<file path="src/sv/tseia_pkg.sv">
`timescale 1ns / 1ps
// ----------------------------------------------------------------------------
// Three-stream event ID aligner package
// Widths, codes and the record, queue head and result types shared by the aligner modules.
// ----------------------------------------------------------------------------
package tseia_pkg;

	localparam int SOURCE_COUNT = 3;
	localparam int QUEUE_DEPTH  = 2;

	localparam int SRC_W    = 2;
	localparam int ID_W     = 32;
	localparam int CNT_W    = 32;
	localparam int TRIES_W  = 16;
	localparam int STATUS_W = 3;
	localparam int CFG_IDX_W = 2;

	localparam logic [SRC_W-1:0] SRC_HIGH_GAIN = 2'd0;
	localparam logic [SRC_W-1:0] SRC_LOW_GAIN  = 2'd1;
	localparam logic [SRC_W-1:0] SRC_TIME      = 2'd2;

	localparam logic [CFG_IDX_W-1:0] CFG_HIGH_GAIN_COUNT = 2'd0;
	localparam logic [CFG_IDX_W-1:0] CFG_LOW_GAIN_COUNT  = 2'd1;
	localparam logic [CFG_IDX_W-1:0] CFG_TIME_COUNT      = 2'd2;

	localparam logic [STATUS_W-1:0] ST_WAIT     = 3'd0;
	localparam logic [STATUS_W-1:0] ST_MISMATCH = 3'd1;
	localparam logic [STATUS_W-1:0] ST_MATCH    = 3'd2;
	localparam logic [STATUS_W-1:0] ST_REJECT   = 3'd3;
	localparam logic [STATUS_W-1:0] ST_EOI      = 3'd4;

	typedef struct packed {
		logic [SRC_W-1:0] source;
		logic [ID_W-1:0]  record_id;
	} item_t;

	typedef struct packed {
		logic  valid;
		item_t item;
	} queue_head_t;

	typedef struct packed {
		logic [STATUS_W-1:0]     status;
		logic [ID_W-1:0]         trigger_id;
		logic [CNT_W-1:0]        high_gain_index;
		logic [CNT_W-1:0]        low_gain_index;
		logic [CNT_W-1:0]        time_index;
		logic [TRIES_W-1:0]      tries;
		logic [SOURCE_COUNT-1:0] need_mask;
	} result_t;

endpackage

</file>
<file path="src/sv/tseia_ifs.sv">
`timescale 1ns / 1ps
// ----------------------------------------------------------------------------
// Three-stream event ID aligner channel interfaces
// Record, result and register-write channels with valid/ready transfer.
// ----------------------------------------------------------------------------
interface tseia_rec_if;
	logic                         valid;
	logic                         ready;
	logic [tseia_pkg::SRC_W-1:0]  source;
	logic [tseia_pkg::ID_W-1:0]   record_id;

	modport source_mp (output valid, output source, output record_id, input ready);
	modport sink (input valid, input source, input record_id, output ready);
endinterface

interface tseia_res_if;
	logic                                  valid;
	logic                                  ready;
	logic [tseia_pkg::STATUS_W-1:0]        status;
	logic [tseia_pkg::ID_W-1:0]            trigger_id;
	logic [tseia_pkg::CNT_W-1:0]           high_gain_index;
	logic [tseia_pkg::CNT_W-1:0]           low_gain_index;
	logic [tseia_pkg::CNT_W-1:0]           time_index;
	logic [tseia_pkg::TRIES_W-1:0]         tries;
	logic [tseia_pkg::SOURCE_COUNT-1:0]    need_mask;

	modport source_mp (output valid, output status, output trigger_id,
		output high_gain_index, output low_gain_index, output time_index,
		output tries, output need_mask, input ready);
	modport sink (input valid, input status, input trigger_id,
		input high_gain_index, input low_gain_index, input time_index,
		input tries, input need_mask, output ready);
endinterface

interface tseia_cfg_if;
	logic                             valid;
	logic                             ready;
	logic [tseia_pkg::CFG_IDX_W-1:0]  index;
	logic [tseia_pkg::CNT_W-1:0]      data;

	modport source_mp (output valid, output index, output data, input ready);
	modport sink (input valid, input index, input data, output ready);
endinterface

</file>
<file path="src/sv/tseia_front.sv">
`timescale 1ns / 1ps
// ----------------------------------------------------------------------------
// Three-stream event ID aligner front end
// Accepts record headers, folds an all-ones ID to zero and queues them.
// ----------------------------------------------------------------------------
module tseia_front #(
	parameter int QUEUE_DEPTH = tseia_pkg::QUEUE_DEPTH
) (
	input  logic                   clk,
	input  logic                   arst_n,
	tseia_rec_if.sink              rec,
	output tseia_pkg::queue_head_t head,
	input  logic                   pop
);

	localparam int PTR_W = (QUEUE_DEPTH > 1) ? $clog2(QUEUE_DEPTH) : 1;
	localparam int CNT_W = $clog2(QUEUE_DEPTH + 1);

	tseia_pkg::item_t mem_q [QUEUE_DEPTH];
	logic [PTR_W-1:0] wr_ptr_q;
	logic [PTR_W-1:0] rd_ptr_q;
	logic [CNT_W-1:0] cnt_q;
	tseia_pkg::item_t in_item;
	logic             push;
	logic             do_pop;

	always_comb begin
		in_item.source    = rec.source;
		in_item.record_id = (rec.record_id == '1) ? '0 : rec.record_id;
	end

	assign rec.ready  = (cnt_q != CNT_W'(QUEUE_DEPTH));
	assign push       = rec.valid && rec.ready;
	assign head.valid = (cnt_q != '0);
	assign head.item  = mem_q[rd_ptr_q];
	assign do_pop     = pop && head.valid;

	always_ff @(posedge clk) begin
		if (push) begin
			mem_q[wr_ptr_q] <= in_item;
		end
	end

	always_ff @(posedge clk or negedge arst_n) begin
		if (!arst_n) begin
			wr_ptr_q <= '0;
			rd_ptr_q <= '0;
			cnt_q    <= '0;
		end else begin
			if (push) begin
				wr_ptr_q <= (wr_ptr_q == PTR_W'(QUEUE_DEPTH - 1)) ? '0 : wr_ptr_q + 1'b1;
			end
			if (do_pop) begin
				rd_ptr_q <= (rd_ptr_q == PTR_W'(QUEUE_DEPTH - 1)) ? '0 : rd_ptr_q + 1'b1;
			end
			case ({push, do_pop})
				2'b10: begin
					cnt_q <= cnt_q + CNT_W'(1);
				end
				2'b01: begin
					cnt_q <= cnt_q - CNT_W'(1);
				end
				default: begin
					cnt_q <= cnt_q;
				end
			endcase
		end
	end

endmodule

</file>
<file path="src/sv/tseia_back.sv">
`timescale 1ns / 1ps
// ----------------------------------------------------------------------------
// Three-stream event ID aligner back end
// Holds heads, entry counters and record counts; compares and reports.
// ----------------------------------------------------------------------------
module tseia_back (
	input  logic                   clk,
	input  logic                   arst_n,
	input  tseia_pkg::queue_head_t head,
	output logic                   pop,
	tseia_cfg_if.sink              cfg,
	tseia_res_if.source_mp         res
);

	localparam int NS = tseia_pkg::SOURCE_COUNT;

	logic [tseia_pkg::CNT_W-1:0]   count_q [NS];
	logic [NS-1:0]                 head_valid_q;
	logic [tseia_pkg::ID_W-1:0]    head_id_q [NS];
	logic [tseia_pkg::CNT_W-1:0]   entry_q [NS];
	logic [tseia_pkg::TRIES_W-1:0] try_q;
	logic                          res_valid_q;
	tseia_pkg::result_t            res_q;

	logic [NS-1:0]                 hv_n;
	logic [tseia_pkg::ID_W-1:0]    hid_n [NS];
	logic [tseia_pkg::CNT_W-1:0]   ent_n [NS];
	logic [tseia_pkg::TRIES_W-1:0] try_n;
	logic [tseia_pkg::TRIES_W-1:0] try_inc;
	logic [tseia_pkg::ID_W-1:0]    mx01;
	logic [tseia_pkg::ID_W-1:0]    mx;
	logic                          eoi;
	logic                          equal;
	tseia_pkg::result_t            res_n;
	tseia_pkg::item_t              it;

	assign cfg.ready = 1'b1;
	assign it        = head.item;
	assign pop       = head.valid && (!res_valid_q || res.ready);
	assign try_inc   = (try_q == '1) ? try_q : try_q + 1'b1;

	always_comb begin
		eoi   = 1'b0;
		hv_n  = head_valid_q;
		hid_n = head_id_q;
		ent_n = entry_q;
		try_n = try_q;
		mx01  = '0;
		mx    = '0;
		equal = 1'b0;
		res_n = '0;
		res_n.status = tseia_pkg::ST_WAIT;
		for (int s = 0; s < NS; s++) begin
			if (entry_q[s] >= count_q[s]) begin
				eoi = 1'b1;
			end
		end
		if (eoi) begin
			res_n.status = tseia_pkg::ST_EOI;
		end else if (it.source >= tseia_pkg::SRC_W'(NS)) begin
			res_n.status = tseia_pkg::ST_WAIT;
		end else if (head_valid_q[it.source]) begin
			res_n.status = tseia_pkg::ST_REJECT;
		end else begin
			for (int s = 0; s < NS; s++) begin
				if (it.source == tseia_pkg::SRC_W'(s)) begin
					hv_n[s]  = 1'b1;
					hid_n[s] = it.record_id;
				end
			end
			if (&hv_n) begin
				try_n = try_inc;
				mx01  = (hid_n[1] > hid_n[0]) ? hid_n[1] : hid_n[0];
				mx    = (hid_n[2] > mx01) ? hid_n[2] : mx01;
				equal = (hid_n[0] == mx) && (hid_n[1] == mx) && (hid_n[2] == mx);
				if (equal) begin
					res_n.status          = tseia_pkg::ST_MATCH;
					res_n.trigger_id      = mx;
					res_n.high_gain_index = entry_q[0];
					res_n.low_gain_index  = entry_q[1];
					res_n.time_index      = entry_q[2];
					try_n = '0;
					hv_n  = '0;
					for (int s = 0; s < NS; s++) begin
						ent_n[s] = entry_q[s] + 1'b1;
					end
				end else begin
					res_n.status = tseia_pkg::ST_MISMATCH;
					for (int s = 0; s < NS; s++) begin
						if (hid_n[s] < mx) begin
							ent_n[s] = entry_q[s] + 1'b1;
							hv_n[s]  = 1'b0;
						end
					end
				end
			end
		end
		res_n.tries     = (res_n.status == tseia_pkg::ST_MATCH) ? try_inc : try_n;
		res_n.need_mask = ~hv_n;
	end

	always_ff @(posedge clk) begin
		if (pop) begin
			res_q <= res_n;
		end
	end

	always_ff @(posedge clk or negedge arst_n) begin
		if (!arst_n) begin
			for (int s = 0; s < NS; s++) begin
				count_q[s]   <= '0;
				head_id_q[s] <= '0;
				entry_q[s]   <= '0;
			end
			head_valid_q <= '0;
			try_q        <= '0;
			res_valid_q  <= 1'b0;
		end else begin
			if (cfg.valid) begin
				case (cfg.index)
					tseia_pkg::CFG_HIGH_GAIN_COUNT: begin
						count_q[0] <= cfg.data;
					end
					tseia_pkg::CFG_LOW_GAIN_COUNT: begin
						count_q[1] <= cfg.data;
					end
					tseia_pkg::CFG_TIME_COUNT: begin
						count_q[2] <= cfg.data;
					end
					default: begin
					end
				endcase
			end
			if (pop) begin
				head_valid_q <= hv_n;
				head_id_q    <= hid_n;
				entry_q      <= ent_n;
				try_q        <= try_n;
				res_valid_q  <= 1'b1;
			end else if (res.ready) begin
				res_valid_q <= 1'b0;
			end
		end
	end

	assign res.valid           = res_valid_q;
	assign res.status          = res_q.status;
	assign res.trigger_id      = res_q.trigger_id;
	assign res.high_gain_index = res_q.high_gain_index;
	assign res.low_gain_index  = res_q.low_gain_index;
	assign res.time_index      = res_q.time_index;
	assign res.tries           = res_q.tries;
	assign res.need_mask       = res_q.need_mask;

endmodule

</file>
<file path="src/sv/three_stream_event_id_aligner_unit.sv">
`timescale 1ns / 1ps
// ----------------------------------------------------------------------------
// Three-stream event ID aligner
// Aligns high gain, low gain and time record headers by trigger ID.
// ----------------------------------------------------------------------------
// Channels: rec takes one record header per transfer (source, record_id);
// res returns exactly one result per accepted record; cfg writes the record
// counts (index 0 high gain, 1 low gain, 2 time), always ready.
// A record accepted on rec is written into the queue, popped by the back end
// and its result registered onto res. Throughput: one record per cycle while
// res is ready, set by the combinational head compare and counter update.
// A queue of QUEUE_DEPTH records sits between the front end and the back end,
// so rec takes up to QUEUE_DEPTH more records while a result waits on res.
// When res stalls, the result register holds, the back end stops and rec
// drops ready once the queue is full; nothing is lost.
// Reset clears heads, entry counters, the try counter, the counts and the
// queue; with all counts at zero every record reports end of input.
// Program the counts while no record is in flight.
// ----------------------------------------------------------------------------
module three_stream_event_id_aligner_unit #(
	parameter int QUEUE_DEPTH = tseia_pkg::QUEUE_DEPTH
) (
	input  logic           clk,
	input  logic           arst_n,
	tseia_rec_if.sink      rec,
	tseia_res_if.source_mp res,
	tseia_cfg_if.sink      cfg
);

	tseia_pkg::queue_head_t head;
	logic                   pop;

	tseia_front #(
		.QUEUE_DEPTH(QUEUE_DEPTH)
	) u_front (
		.clk    (clk),
		.arst_n (arst_n),
		.rec    (rec),
		.head   (head),
		.pop    (pop)
	);

	tseia_back u_back (
		.clk    (clk),
		.arst_n (arst_n),
		.head   (head),
		.pop    (pop),
		.cfg    (cfg),
		.res    (res)
	);

endmodule

</file>
<file path="src/flat_wrapper.sv">
// flat-port wrapper written by rule: the top's interface ports become plain ports
module three_stream_event_id_aligner_unit_flat 
#(
	parameter int QUEUE_DEPTH = tseia_pkg::QUEUE_DEPTH
)
  (clk, arst_n, rec_valid, rec_source, rec_record_id, rec_ready, res_valid, res_status, res_trigger_id, res_high_gain_index, res_low_gain_index, res_time_index, res_tries, res_need_mask, res_ready, cfg_valid, cfg_index, cfg_data, cfg_ready);
  tseia_rec_if rec_i ();
  tseia_res_if res_i ();
  tseia_cfg_if cfg_i ();
  input  logic clk;
  input  logic arst_n;
  input wire logic [$bits(rec_i.valid)-1:0] rec_valid;
  input wire logic [$bits(rec_i.source)-1:0] rec_source;
  input wire logic [$bits(rec_i.record_id)-1:0] rec_record_id;
  output wire logic [$bits(rec_i.ready)-1:0] rec_ready;
  output wire logic [$bits(res_i.valid)-1:0] res_valid;
  output wire logic [$bits(res_i.status)-1:0] res_status;
  output wire logic [$bits(res_i.trigger_id)-1:0] res_trigger_id;
  output wire logic [$bits(res_i.high_gain_index)-1:0] res_high_gain_index;
  output wire logic [$bits(res_i.low_gain_index)-1:0] res_low_gain_index;
  output wire logic [$bits(res_i.time_index)-1:0] res_time_index;
  output wire logic [$bits(res_i.tries)-1:0] res_tries;
  output wire logic [$bits(res_i.need_mask)-1:0] res_need_mask;
  input wire logic [$bits(res_i.ready)-1:0] res_ready;
  input wire logic [$bits(cfg_i.valid)-1:0] cfg_valid;
  input wire logic [$bits(cfg_i.index)-1:0] cfg_index;
  input wire logic [$bits(cfg_i.data)-1:0] cfg_data;
  output wire logic [$bits(cfg_i.ready)-1:0] cfg_ready;
  assign rec_i.valid = rec_valid;
  assign rec_i.source = rec_source;
  assign rec_i.record_id = rec_record_id;
  assign rec_ready = rec_i.ready;
  assign res_valid = res_i.valid;
  assign res_status = res_i.status;
  assign res_trigger_id = res_i.trigger_id;
  assign res_high_gain_index = res_i.high_gain_index;
  assign res_low_gain_index = res_i.low_gain_index;
  assign res_time_index = res_i.time_index;
  assign res_tries = res_i.tries;
  assign res_need_mask = res_i.need_mask;
  assign res_i.ready = res_ready;
  assign cfg_i.valid = cfg_valid;
  assign cfg_i.index = cfg_index;
  assign cfg_i.data = cfg_data;
  assign cfg_ready = cfg_i.ready;
  three_stream_event_id_aligner_unit #(.QUEUE_DEPTH(QUEUE_DEPTH)) u_core (.clk(clk), .arst_n(arst_n), .rec(rec_i), .res(res_i), .cfg(cfg_i));
endmodule
</file>
<file path="config.mk">
export PLATFORM = sky130hd
export DESIGN_NAME = three_stream_event_id_aligner_unit_flat
export DESIGN_NICKNAME = d
export VERILOG_FILES = /design/src/sv/tseia_pkg.sv /design/src/sv/tseia_ifs.sv /design/src/sv/tseia_front.sv /design/src/sv/tseia_back.sv /design/src/sv/three_stream_event_id_aligner_unit.sv /design/src/flat_wrapper.sv
export SDC_FILE = /design/constraint.sdc
export NUM_CORES = 1
export LEC_CHECK = 0
export ABC_CLOCK_PERIOD_IN_PS = 14670
export BUFFER_PORTS_ARGS = -buffer_cell sky130_fd_sc_hd__buf_4
export CORE_MARGIN = 5
export CORE_UTILIZATION = 55
export CTS_CLUSTER_DIAMETER = 60
export DETAILED_ROUTE_END_ITERATION = 6
export GPL_TIMING_DRIVEN = 0
export PLACE_DENSITY = 0.74
export SYNTH_ARGS = -nofsm -noshare
export SYNTH_HDL_FRONTEND = slang
export SYNTH_SLANG_ARGS = --single-unit
export TNS_END_PERCENT = 1
</file>
<file path="constraint.sdc">
create_clock -name clk -period 14.67 [get_ports clk]
set_clock_uncertainty 0.1 [all_clocks]
set_input_delay 0.7335 -clock clk [delete_from_list [all_inputs] [get_ports clk]]
set_output_delay 0.7335 -clock clk [all_outputs]
set_load 0.02 [all_outputs]
</file>
Yosys cells after proc, flatten, opt, wreduce, memory -nomap -nowiden
Memory sizes are Yosys's and may differ from the RTL's.
Cells that the tools add are included.
{ "word_totals": {"reg_bits": 462, "latch_bits": 0, "ramBits": 68, "mem_bits_ro": 0, "inputBits": 73, "output_inout_bits": 153, "wordCells": 148, "memories": 1} }
{ "op_classes": {"add_sub_neg": 8, "multipliers": 0, "div_mod_pow": 0, "n_lt_le_gt_ge": 10, "n_eq_ne": 13, "n_shift": 0, "mux": 64, "bitwise_logic": 6, "n_reduce_logical": 24} }
{ "memory_table": {"columns": ["name", "depth", "width", "rd", "rd_ports_with_merged_regs", "wr", "line", "rtl"], "rows": [
  ["u_core.u_front.mem_q", 2, 34, 1, 0, 1, "tseia_front.sv:19", "tseia_pkg::item_t mem_q [QUEUE_DEPTH];"]
]} }
{ "op_table": {"columns": ["op", "count"], "rows": [
  ["32-bit two-way mux", 18],
  ["130-bit two-way mux", 1],
  ["128-bit two-way mux", 1],
  ["16-bit two-way mux", 7],
  ["32-bit by 1-bit adder with 32-bit output, second input constant", 3],
  ["32-bit equality test", 3],
  ["32-bit greater-or-equal comparator", 3],
  ["32-bit less-than comparator", 3],
  ["96-bit two-way mux", 1],
  ["32-bit > comparator", 2],
  ["32-bit equality test, second input constant", 1],
  ["1-bit two-way mux", 25],
  ["8-bit AND reduction", 3],
  ["3-bit two-way mux", 6],
  ["16-bit by 1-bit adder with 16-bit output, second input constant", 1],
  ["16-bit equality test, second input constant", 1],
  ["2-bit nonzero test", 6],
  ["2-bit by 1-bit equality test with 1-bit output, second input constant", 3],
  ["2-bit equality test, second input constant", 3],
  ["2-bit two-way mux", 3],
  ["2-bit AND reduction", 3],
  ["1-bit logical AND", 5],
  ["1-bit inverter", 5],
  ["5-bit OR reduction", 1],
  ["other kinds (15)", 17]
]} }

Longest topological paths before layout
Gate-level depths: netlist (run 1).
An unclocked memory read counts as a cell.
{ "depth": {"word_depth": 20, "ltp_mapped": 47, "depth_no_buf": 39} }

Modules after synthesis
Synthesis (run 1) repeated with hierarchy kept, for this count alone.
{ "unflattened": {"cells_unflattened": 2738, "hier_area_um2": 29623.4} }
{ "by_module_without_submodules": {"columns": ["mod", "instances", "cells_per_inst", "area_per_inst_um2", "seq_area_each_um2"], "rows": [
  ["tseia_back", 1, 2567, 26590.5, 12211.7],
  ["tseia_front", 1, 171, 3032.9, 2142.1]
]} }

Least setup slack after synthesis (run 1)
No wires, ideal clock.
{ "synth_path": {"path_kind": "reg2reg", "from": "register u_core.u_front.rd_ptr_q", "to": "register u_core.u_back.entry_q[46] in the netlist's numbering", "setup_ns": 0.079, "arrival_ns": 10.039, "t_required_ns": 14.491, "slack_ns": 4.452, "stages_incl_launch_ff": 46, "path_buffers": 10, "period_less_slack_ns": 10.218, "path_cell_list": "dfrtp_1 buf_2 buf_1 a21o_1 clkbuf_1 clkbuf_1 mux2i_1 ha_1 and4_1 nand2_1 or3_1 o21bai_1 o21a_2 nor2_2 buf_6 clkbuf_1 clkbuf_1 a21oi_1 [... 10 more ...] clkbuf_1 nand2_1 o21ai_0 ha_1 a21o_1 a21o_1 a21o_1 a21o_1 a21o_1 a21o_1 a21o_1 a21o_1 a211oi_1 and3_1 a311oi_1 buf_2 a2111oi_2 xor2_1"} }
{ "synth_via": {"elab_chain_len": 15, "word_cells_on_any_way": 46, "classes_between": "4 x order compare; 5 x eq/ne; 29 x mux; 2 x bitwise; 5 x reduce/logical; 1 x memory"} }
{ "synth_rtl": {"columns": ["item", "line", "rtl"], "rows": [
  ["start: declaration", "tseia_front.sv:21", "logic [PTR_W-1:0] rd_ptr_q;"],
  ["start signal: assignment", "tseia_front.sv:54", "rd_ptr_q <= (rd_ptr_q == PTR_W'(QUEUE_DEPTH - 1)) ? '0 : rd_ptr_q + 1'b1;"],
  ["memory read 2 x 34 bit (*)", null, null],
  ["branches (longest 14 deep; another with 32-bit > comparator)", null, null],
  ["end signal: assignment", "tseia_back.sv:137", "entry_q <= ent_n;"],
  ["end: declaration", "tseia_back.sv:20", "logic [tseia_pkg::CNT_W-1:0] entry_q [NS];"]
]} }
Every way passes the cells marked *. The select of a mux whose other input is x is not followed.
A chain may end at the register's enable or synchronous reset.

Worst setup path after layout (run 1)
{ "layout_path": {"from": "memory u_core.u_front.mem_q[0][33] in the netlist's numbering", "to": "register u_core.u_back.res_q (netlist bit u_core.u_back.res.trigger_id[29]), data pin"} }
{ "layout_via": {"elab_chain_len": 15, "word_cells_on_any_way": 44, "classes_between": "3 x order compare; 5 x eq/ne; 28 x mux; 2 x bitwise; 5 x reduce/logical; 1 x memory"} }
{ "layout_rtl": {"columns": ["item", "line", "rtl"], "rows": [
  ["start: declaration", "tseia_front.sv:19", null],
  ["memory read 2 x 34 bit (*)", null, null],
  ["2-bit by 1-bit equality test with 1-bit output or 2-bit zero test (tied branches)", "tseia_back.sv:66", "if (it.source == tseia_pkg::SRC_W'(s)) begin"],
  ["32-bit two-way mux", "tseia_back.sv:66", null],
  ["32-bit two-way mux", "tseia_back.sv:62", "end else if (head_valid_q[it.source]) begin"],
  ["32-bit two-way mux", "tseia_back.sv:60", "end else if (it.source >= tseia_pkg::SRC_W'(NS)) begin"],
  ["32-bit two-way mux", "tseia_back.sv:58", "if (eoi) begin"],
  ["32-bit > comparator", "tseia_back.sv:73", "mx01 = (hid_n[1] > hid_n[0]) ? hid_n[1] : hid_n[0];"],
  ["32-bit two-way mux", "tseia_back.sv:73", null],
  ["32-bit > comparator", "tseia_back.sv:74", "mx = (hid_n[2] > mx01) ? hid_n[2] : mx01;"],
  ["32-bit two-way mux", "tseia_back.sv:74", null],
  ["32-bit equality test", "tseia_back.sv:75", "equal = (hid_n[0] == mx) && (hid_n[1] == mx) && (hid_n[2] == mx);"],
  ["1-bit logical AND (2 in series)", "tseia_back.sv:75", null],
  ["1-bit inverter (no source line)", null, null],
  ["5-bit OR reduction (no source line)", null, null],
  ["end signal: assignment", "tseia_back.sv:104", "res_q <= res_n;"],
  ["end: declaration", "tseia_back.sv:23", "tseia_pkg::result_t res_q;"]
]} }
Mark *: on every way between the ends. The rest lies on a longest branch, timed or not. The select of a mux whose other input is x is not followed.

==> Flow_metrics.wiki, run 1 <==
{| class="wikitable"
! Metric !! Value
|-
| Status || finished, violations left
|-
| Violations in the final reports || capacitance limit, slew limit
|-
| Post-Layout Inst Area || 34700 um2
|-
| Detailed-placement wirelength estimate || 65600 um
|-
| Net Count, Synth || 3143
|-
| Share of cells above drive strength 1 || 18.8%
|-
| Final Hold Violating Endpoints || 0
|-
| Final #Nets || 3434
|-
| Cell type contributing the most total cell area after synthesis || dfrtp_1
|-
| Tightest Pin Transition || 1.52 ns
|-
| WL per Instance || 22.6 um
|-
| Worst setup SP type || register
|-
| Largest cells by area after synthesis || dfrtp_1 (26%), edfxtp_1 (22%), ha_1 (11%)
|-
| Number of synthesized register bits || 530
|-
| DIE AREA || 59000 um2
|-
| Iter 0 DRT Violations || 1711
|-
| Number of rows created at floorplan || 85
|-
| Grt total ovfl || 0
|-
| Remaining routing DRC violations || 0
|-
| Floorplan die height || 243 um
|-
| Fraction of registers with async set or reset after synthesis || 58.9%
|-
| CTS tree || built
|-
| Filler instances || 4266
|-
| Deepest clock path buffer count || 3
|-
| Area of combinational cells with multiple inputs || 14400 um2
|-
| Total count of max-transition violations in the final report || 9
|-
| Most numerous cell on the critical path || clkbuf_2
|-
| Maximum operating frequency || 0.0724 GHz
|-
| CTS hold repair buffers || 0
|-
| Endpoint kind of the worst setup timing path || register
|-
| Synthesized area per cell || 10.6 um2
|-
| Antenna violations before repair || 1
|-
| Non-filler instance count after layout || 3856
|-
| Fraction of the cycle the final worst path needs || 94.2%
|-
| Unrepaired setup endpoints after global routing || no
|-
| Chip width || 243 um
|-
| Area of the mapped netlist || 29900 um2
|-
| Total global routing track utilization || 29.0%
|-
| CTS root buf || clkbuf_16
|-
| Util after Layout || 64.4%
|-
| Slowest cell on crit path || a221oi_1
|-
| I/O Pins || 226
|-
| Post-DR vias/cell || 5.99
|-
| Max-slew headroom at the worst pin || -2.17%
|-
| Dpl cell area || 32600 um2
|-
| Count of port buffers added during placement || 224
|-
| Part of the Yosys area used for sequential elements || 48.1%
|-
| Shortest clock period the worst path allows after layout || 13.82 ns
|-
| Sinks on Clock Net || 530
|-
| Via Count || 23100
|-
| Max stage delay on crit path || 0.70 ns
|-
| Worst Hold Class || input port to async pin
|-
| Number of cells after detailed placement || 3744
|-
| Initial core utilization || 55.5%
|-
| Routed wire length || 87100 um
|-
| Maximum number of pins on one net before global-route repair || 116
|-
| Synth top area share || 26.2%
|-
| Worst-Skew Late Latency || 0.63 ns
|-
| Post-synth EDFFs || 218
|-
| Number of max-cap violations || 1
|-
| Most common flop cell mapped by yosys || dfrtp_1
|-
| Data required time at the worst endpoint || 15.00 ns
|-
| Start-to-end type of the worst setup path || register to register
|-
| GPL Wtd Cong || 0.968
|-
| Crit-path max FO || 10
|-
| Post-DRT Antenna Nets || 0
|-
| Synth warn || 0
|-
| Register clock-pin slew on the reported worst setup and hold paths || 0.06 ns
|-
| First-pass GRT wire length || 135000 um
|-
| Storage cell area || 14400 um2
|-
| Number of distinct standard cells referenced by the synthesized netlist || 84
|-
| Number of levels the H-tree was split into || 2
|-
| Final hold slack || 0.0801 ns
|-
| Number of setup violations in the final report || 0
|-
| Worst Path Arrival || 14.15 ns
|-
| Core area || 53800 um2
|-
| Length of the first detailed-routing pass in iterations || 6
|-
| Number of buffers created by CTS || 59
|-
| Vias in the first global route || 23600
|-
| Area Overhead vs Synth || 16.1%
|-
| Gate count after technology mapping || 2818
|}
-- final timing paths --
check / slack (ns) / cells past startpoint / startpoint / endpoint
max: 0.85 / 41 / u_core.u_front.mem_q[0][33]$_DFFE_PP_ / u_core.u_back.res.trigger_id[29]$_SDFFCE_PP0P_
min: 0.08 / 1 / arst_n / u_core.u_back.count_q[24]$_DFFE_PN0P_
max reg2reg: 0.85 / 41 / u_core.u_front.mem_q[0][33]$_DFFE_PP_ / u_core.u_back.res.trigger_id[29]$_SDFFCE_PP0P_
min reg2reg: 0.37 / 2 / u_core.u_back.head_id_q[11]$_DFFE_PN0P_ / u_core.u_back.head_id_q[11]$_DFFE_PN0P_
max in group asynchronous: 13.28 / 2 / arst_n / u_core.u_back.head_id_q[12]$_DFFE_PN0P_
min in group clk: 0.19 / 1 / rec_source[0] / u_core.u_front.mem_q[0][32]$_DFFE_PP_
-- placed cells by master (no fill, tap or decap), drive strengths merged, types with 4 or more instances in the layout --
cell type / n
o21ai: 142
bufinv: 10
nor4b: 4
a221oi: 4
nor4: 13
nand2b: 21
buf: 263
nand4: 82
nand2: 368
dfrtp: 312
xor2: 73
or3: 6
nand3: 71
ha: 252
clkinv: 16
xnor2: 36
and3: 24
mux2i: 42
a2111oi: 40
mux2: 164
nor3b: 5
and2: 123
a221o: 4
and4: 10
nor2: 140
clkbuf: 164
or2: 4
or4: 8
nor2b: 11
a21o: 90
a211oi: 18
a31oi: 17
edfxtp: 218
nor3: 44
a21oi: 131
o21a: 9
inv: 177
-- what timing repair did --
action,4_1_cts,5_1_grt
setup endpoints to repair,209,246
pin swaps,1,0
resized for setup,6,9
buffers inserted,1,0
gates cloned,0,0
-- routing by layer --
layer  global-route usage [%]  share of wire, %  vias up
li1                         -                 -    10700
met1                     35.8                39    11400
met2                     50.3                50      842
met3                     3.63               5.7      225
met4                     14.9               5.7        2
met5                        0             0.014        -
-- kinds of logic (layout without fill, tap and decap cells) --
logic type | after synthesis | in the layout | synth area share [%]
DFF | 530 | 530 | 48.1
buffers and inverters | 290 | 631 | 3.81
adders and majority gates | 254 | 254 | 10.6
muxes | 206 | 206 | 7.61
AOI/OAI and AO/OA | 490 | 490 | 11.2
xor gates and xnor gates | 109 | 109 | 3.20
and+or+nand+nor | 938 | 938 | 15.4
other | 1 | 2 | 0.0126
-- state kept, by name, summed over array words and instances (netlist names), named ones only --
name,count
u_core.u_back.res.tries,16
u_core.u_back.entry_q,96
u_core.u_back.res.status,3
u_core.u_front.cnt_q,2
u_core.u_front.wr_ptr_q,1
u_core.u_back.res.need_mask,3
u_core.u_back.head_id_q,96
u_core.u_back.res.time_index,32
u_core.u_back.try_q,16
u_core.u_back.res.high_gain_index,32
u_core.u_back.res.trigger_id,32
u_core.u_back.res.valid,1
u_core.u_back.count_q,96
u_core.u_front.mem_q,68
u_core.u_front.rd_ptr_q,1
u_core.u_back.res.low_gain_index,32
-- through the flow --
| stage | setup TNS, ns | worst slack (ns) |
|---|---|---|
| after floorplan | 0 | 4.45 |
| after global placement | -13.66 | -0.659 |
| after detailed placement | -27.46 | -0.756 |
| after CTS | 0 | 0.0451 |
| after global routing | 0 | 0.221 |
| final | 0 | 0.851 |
-- synthesized netlist by cell type (71+ instances only) --
library cell  number
nand4_1           80
ha_1             252
inv_1            171
edfxtp_1         218
mux2_2           161
clkbuf_1          87
a21o_1            90
nor2_1           129
dfrtp_1          312
nand2_1          368
o21ai_0          140
a21oi_1          130
and2_1           123
xor2_1            73
nand3_1           71
-- critical path, delay by kind of cell (launching register included) --
| kind | cells | cell delay [ns] |
|---|---|---|
| mux | 2 | 1.11 |
| flops | 1 | 0.45 |
| fa+ha+maj | 3 | 0.76 |
| simple gates | 20 | 5.66 |
| buf+inv | 9 | 3.16 |
| compound gates | 7 | 2.31 |
-- cell type report --
cell class              instances  area share, %
clock inverters                33           1.30
plain buffers                 118           1.45
clock buffers                  78           4.70
repair buffers                231           5.24
well taps                     696           2.51
flip-flops and latches        530           41.4
multi-input cells            1998           41.5
inverters                     171           1.87
diodes                          1        0.00722
Power of run 1 is not shown: default switching activity piles up to over one toggle a cycle in this logic, so the estimate is an artifact.
==> inputs of run 2 (changes only) <==
Settings changed: ABC_CLOCK_PERIOD_IN_PS 14670 to 17300, CORE_MARGIN 5 to 4.
Clock period 14.67 ns to 17.3 ns, I/O delays scaled along.
==> Flow_metrics.wiki, run 2 (synthesized netlist as in run 1, its figures left out) <==
{| class="wikitable"
! Metric !! Value
|-
| I/O Pins || 226 (unchanged)
|-
| Chip width || 241 um (was 243 um)
|-
| First-pass GRT wire length || 134000 um (was 135000 um)
|-
| Area Overhead vs Synth || 15.4% (was 16.1%)
|-
| Area of combinational cells with multiple inputs || 14400 um2 (about the same)
|-
| Initial core utilization || 55.5% (unchanged)
|-
| Final Hold Violating Endpoints || 0 (unchanged)
|-
| Unrepaired setup endpoints after global routing || no (unchanged)
|-
| Worst setup SP type || register (unchanged)
|-
| Number of buffers created by CTS || 58 (was 59)
|-
| Iter 0 DRT Violations || 1545 (was 1711)
|-
| Start-to-end type of the worst setup path || register to register (unchanged)
|-
| Post-DRT Antenna Nets || 0 (unchanged)
|-
| Filler instances || 4298 (was 4266)
|-
| CTS-repair resized insts || 0 (was 6)
|-
| Endpoint kind of the worst setup timing path || register (unchanged)
|-
| Post-DR vias/cell || 5.96 (was 5.99)
|-
| Crit-path max FO || 10 (unchanged)
|-
| Storage cell area || 14400 um2 (unchanged)
|-
| Vias in the first global route || 23500 (was 23600)
|-
| Antenna diode instance count || 0 (was 1)
|-
| Count of port buffers added during placement || 224 (unchanged)
|-
| Commonest non-fill, non-tap cells in the layout || nand2_1 (368), dfrtp_1 (312), ha_1 (252), buf_4 (225), edfxtp_1 (218) (was nand2_1 (368), dfrtp_1 (312), ha_1 (252), buf_4 (227), edfxtp_1 (218))
|-
| Share of cells above drive strength 1 || 18.1% (was 18.8%)
|-
| DIE AREA || 58100 um2 (was 59000 um2)
|-
| Detailed-placement wirelength estimate || 66300 um (was 65600 um)
|-
| CTS root buf || clkbuf_16 (unchanged)
|-
| Number of setup violations in the final report || 0 (unchanged)
|-
| Slowest cell on crit path || nor4_4 (was a221oi_1)
|-
| Worst Path Arrival || 16.45 ns (was 14.15 ns)
|-
| Deepest clock path buffer count || 3 (unchanged)
|-
| Number of levels the H-tree was split into || 2 (unchanged)
|-
| Maximum number of pins on one net before global-route repair || 117 (was 116)
|-
| CTS hold repair buffers || 0 (unchanged)
|-
| Setup Fix Bufs, Post-CTS || 0 (was 1)
|-
| Data required time at the worst endpoint || 17.69 ns (was 15.00 ns)
|-
| WL per Instance || 22.6 um (about the same)
|-
| Worst-Skew Late Latency || 0.64 ns (was 0.63 ns)
|-
| Maximum operating frequency || 0.0622 GHz (was 0.0724 GHz)
|-
| Via Count || 23000 (was 23100)
|-
| Grt total ovfl || 0 (unchanged)
|-
| Remaining routing DRC violations || 0 (unchanged)
|-
| CTS tree || built (unchanged)
|-
| Regs by FF count || u_core.u_back.count_q x96, u_core.u_back.entry_q x96, u_core.u_back.head_id_q x96 (unchanged)
|-
| Antenna violations before repair || 0 (was 1)
|-
| Total count of max-transition violations in the final report || 0 (was 9)
|-
| Max stage delay on crit path || 0.78 ns (was 0.70 ns)
|-
| Length of the first detailed-routing pass in iterations || 6 (unchanged)
|-
| Core area || 53800 um2 (unchanged)
|-
| Most common cell after layout, fill and taps aside || nand2_1 (unchanged)
|-
| Routed wire length || 87000 um (was 87100 um)
|-
| Tightest Pin Transition || 1.35 ns (was 1.52 ns)
|-
| Register clock-pin slew on the reported worst setup and hold paths || 0.06 ns (about the same)
|-
| GPL Wtd Cong || 0.969 (was 0.968)
|-
| Sinks on Clock Net || 530 (unchanged)
|-
| Sum of negative setup slack || 0 ns (unchanged)
|-
| Status || finished, final reports clean (was finished, violations left)
|-
| Final #Nets || 3433 (was 3434)
|-
| Shortest clock period the worst path allows after layout || 16.06 ns (was 13.82 ns)
|-
| Floorplan die height || 241 um (was 243 um)
|-
| Most numerous cell on the critical path || clkbuf_1 (was clkbuf_2)
|-
| Worst Hold Class || input port to async pin (unchanged)
|-
| Fraction of the cycle the final worst path needs || 92.9% (was 94.2%)
|-
| Number of max-cap violations || 0 (was 1)
|-
| Number of rows created at floorplan || 85 (unchanged)
|-
| Max-slew headroom at the worst pin || 9.38% (was -2.17%)
|-
| Total global routing track utilization || 30.0% (was 29.0%)
|}
==> run 2: changes by cell type in the layout (fill, tap and decap cells not counted), sizes merged <==
cell      before  now
diode          1    0
bufinv        10    4
clkbuf       164  166
clkinvlp       1    3
buf          263  262
clkinv        16   18
==> run 2: cell type report <==
cell class | instances | area share (%)
Clock buffer | 79 | 4.62
Tap cell | 696 | 2.53
Inverter | 171 | 1.88
Multi-Input combinational cell | 1998 | 41.8
Timing Repair Buffer | 230 | 5.26
Buffer | 119 | 1.43
Sequential cell | 530 | 41.6
Clock inverter | 31 | 0.871
==> run 2: critical path: cells and delay by family (launching register included) <==
family | cells | cell delay, ns
simple gates | 22 | 7.47
mux | 1 | 0.32
fa+ha+maj | 3 | 1.00
compound gates | 5 | 1.17
flops | 1 | 0.31
buf+inv | 12 | 5.51
==> run 2: final timing paths <==
check                                                        start                                            endpoint  slack [ns]  cells past startpoint
setup reg to reg               u_core.u_front.rd_ptr_q$_DFFE_PN0P_  u_core.u_back.res.high_gain_index[2]$_SDFFCE_PP0P_        1.24                     43
hold / removal                                              arst_n               u_core.u_back.entry_q[25]$_DFFE_PN0P_        0.15                      1
max in group asynchronous                                   arst_n             u_core.u_back.head_id_q[75]$_DFFE_PN0P_       15.77                      2
min in group clk                                     rec_source[0]               u_core.u_front.mem_q[1][32]$_DFFE_PP_        0.34                      1
setup / recovery               u_core.u_front.rd_ptr_q$_DFFE_PN0P_  u_core.u_back.res.high_gain_index[2]$_SDFFCE_PP0P_        1.24                     43
hold reg to reg            u_core.u_back.head_id_q[50]$_DFFE_PN0P_             u_core.u_back.head_id_q[50]$_DFFE_PN0P_        0.37                      2
==> run 2: metal layers <==
metal | part of all wire (%) | GRT usage (%) | vias up
met4 | 6.0 | 15.5 | 0
li1 | - | - | 10700
met3 | 4.8 | 3.62 | 228
met5 | 0 | 0 | -
met1 | 39 | 36.5 | 11300
met2 | 50 | 52.5 | 764
==> run 2: metrics by stage <==
| stage | utilization (%) | instances | hold WS (ns) | cell area (um2) | setup WS [ns] |
|---|---|---|---|---|---|
| after floorplan | - | 2818 | 0.342 | 29900 | 7.08 |
| after global placement | 60.2 | 3738 | 0.353 | 32400 | 1.61 |
| after detailed placement | 60.5 | 3744 | 0.359 | 32600 | 1.40 |
| after CTS | 64.0 | 3854 | 0.171 | 34500 | 1.34 |
| after global routing | 64.0 | 3854 | 0.204 | 34500 | 0.743 |
| final | 64.0 | 3854 | 0.148 | 34500 | 1.24 |
Power of run 2 is left out for the same reason.
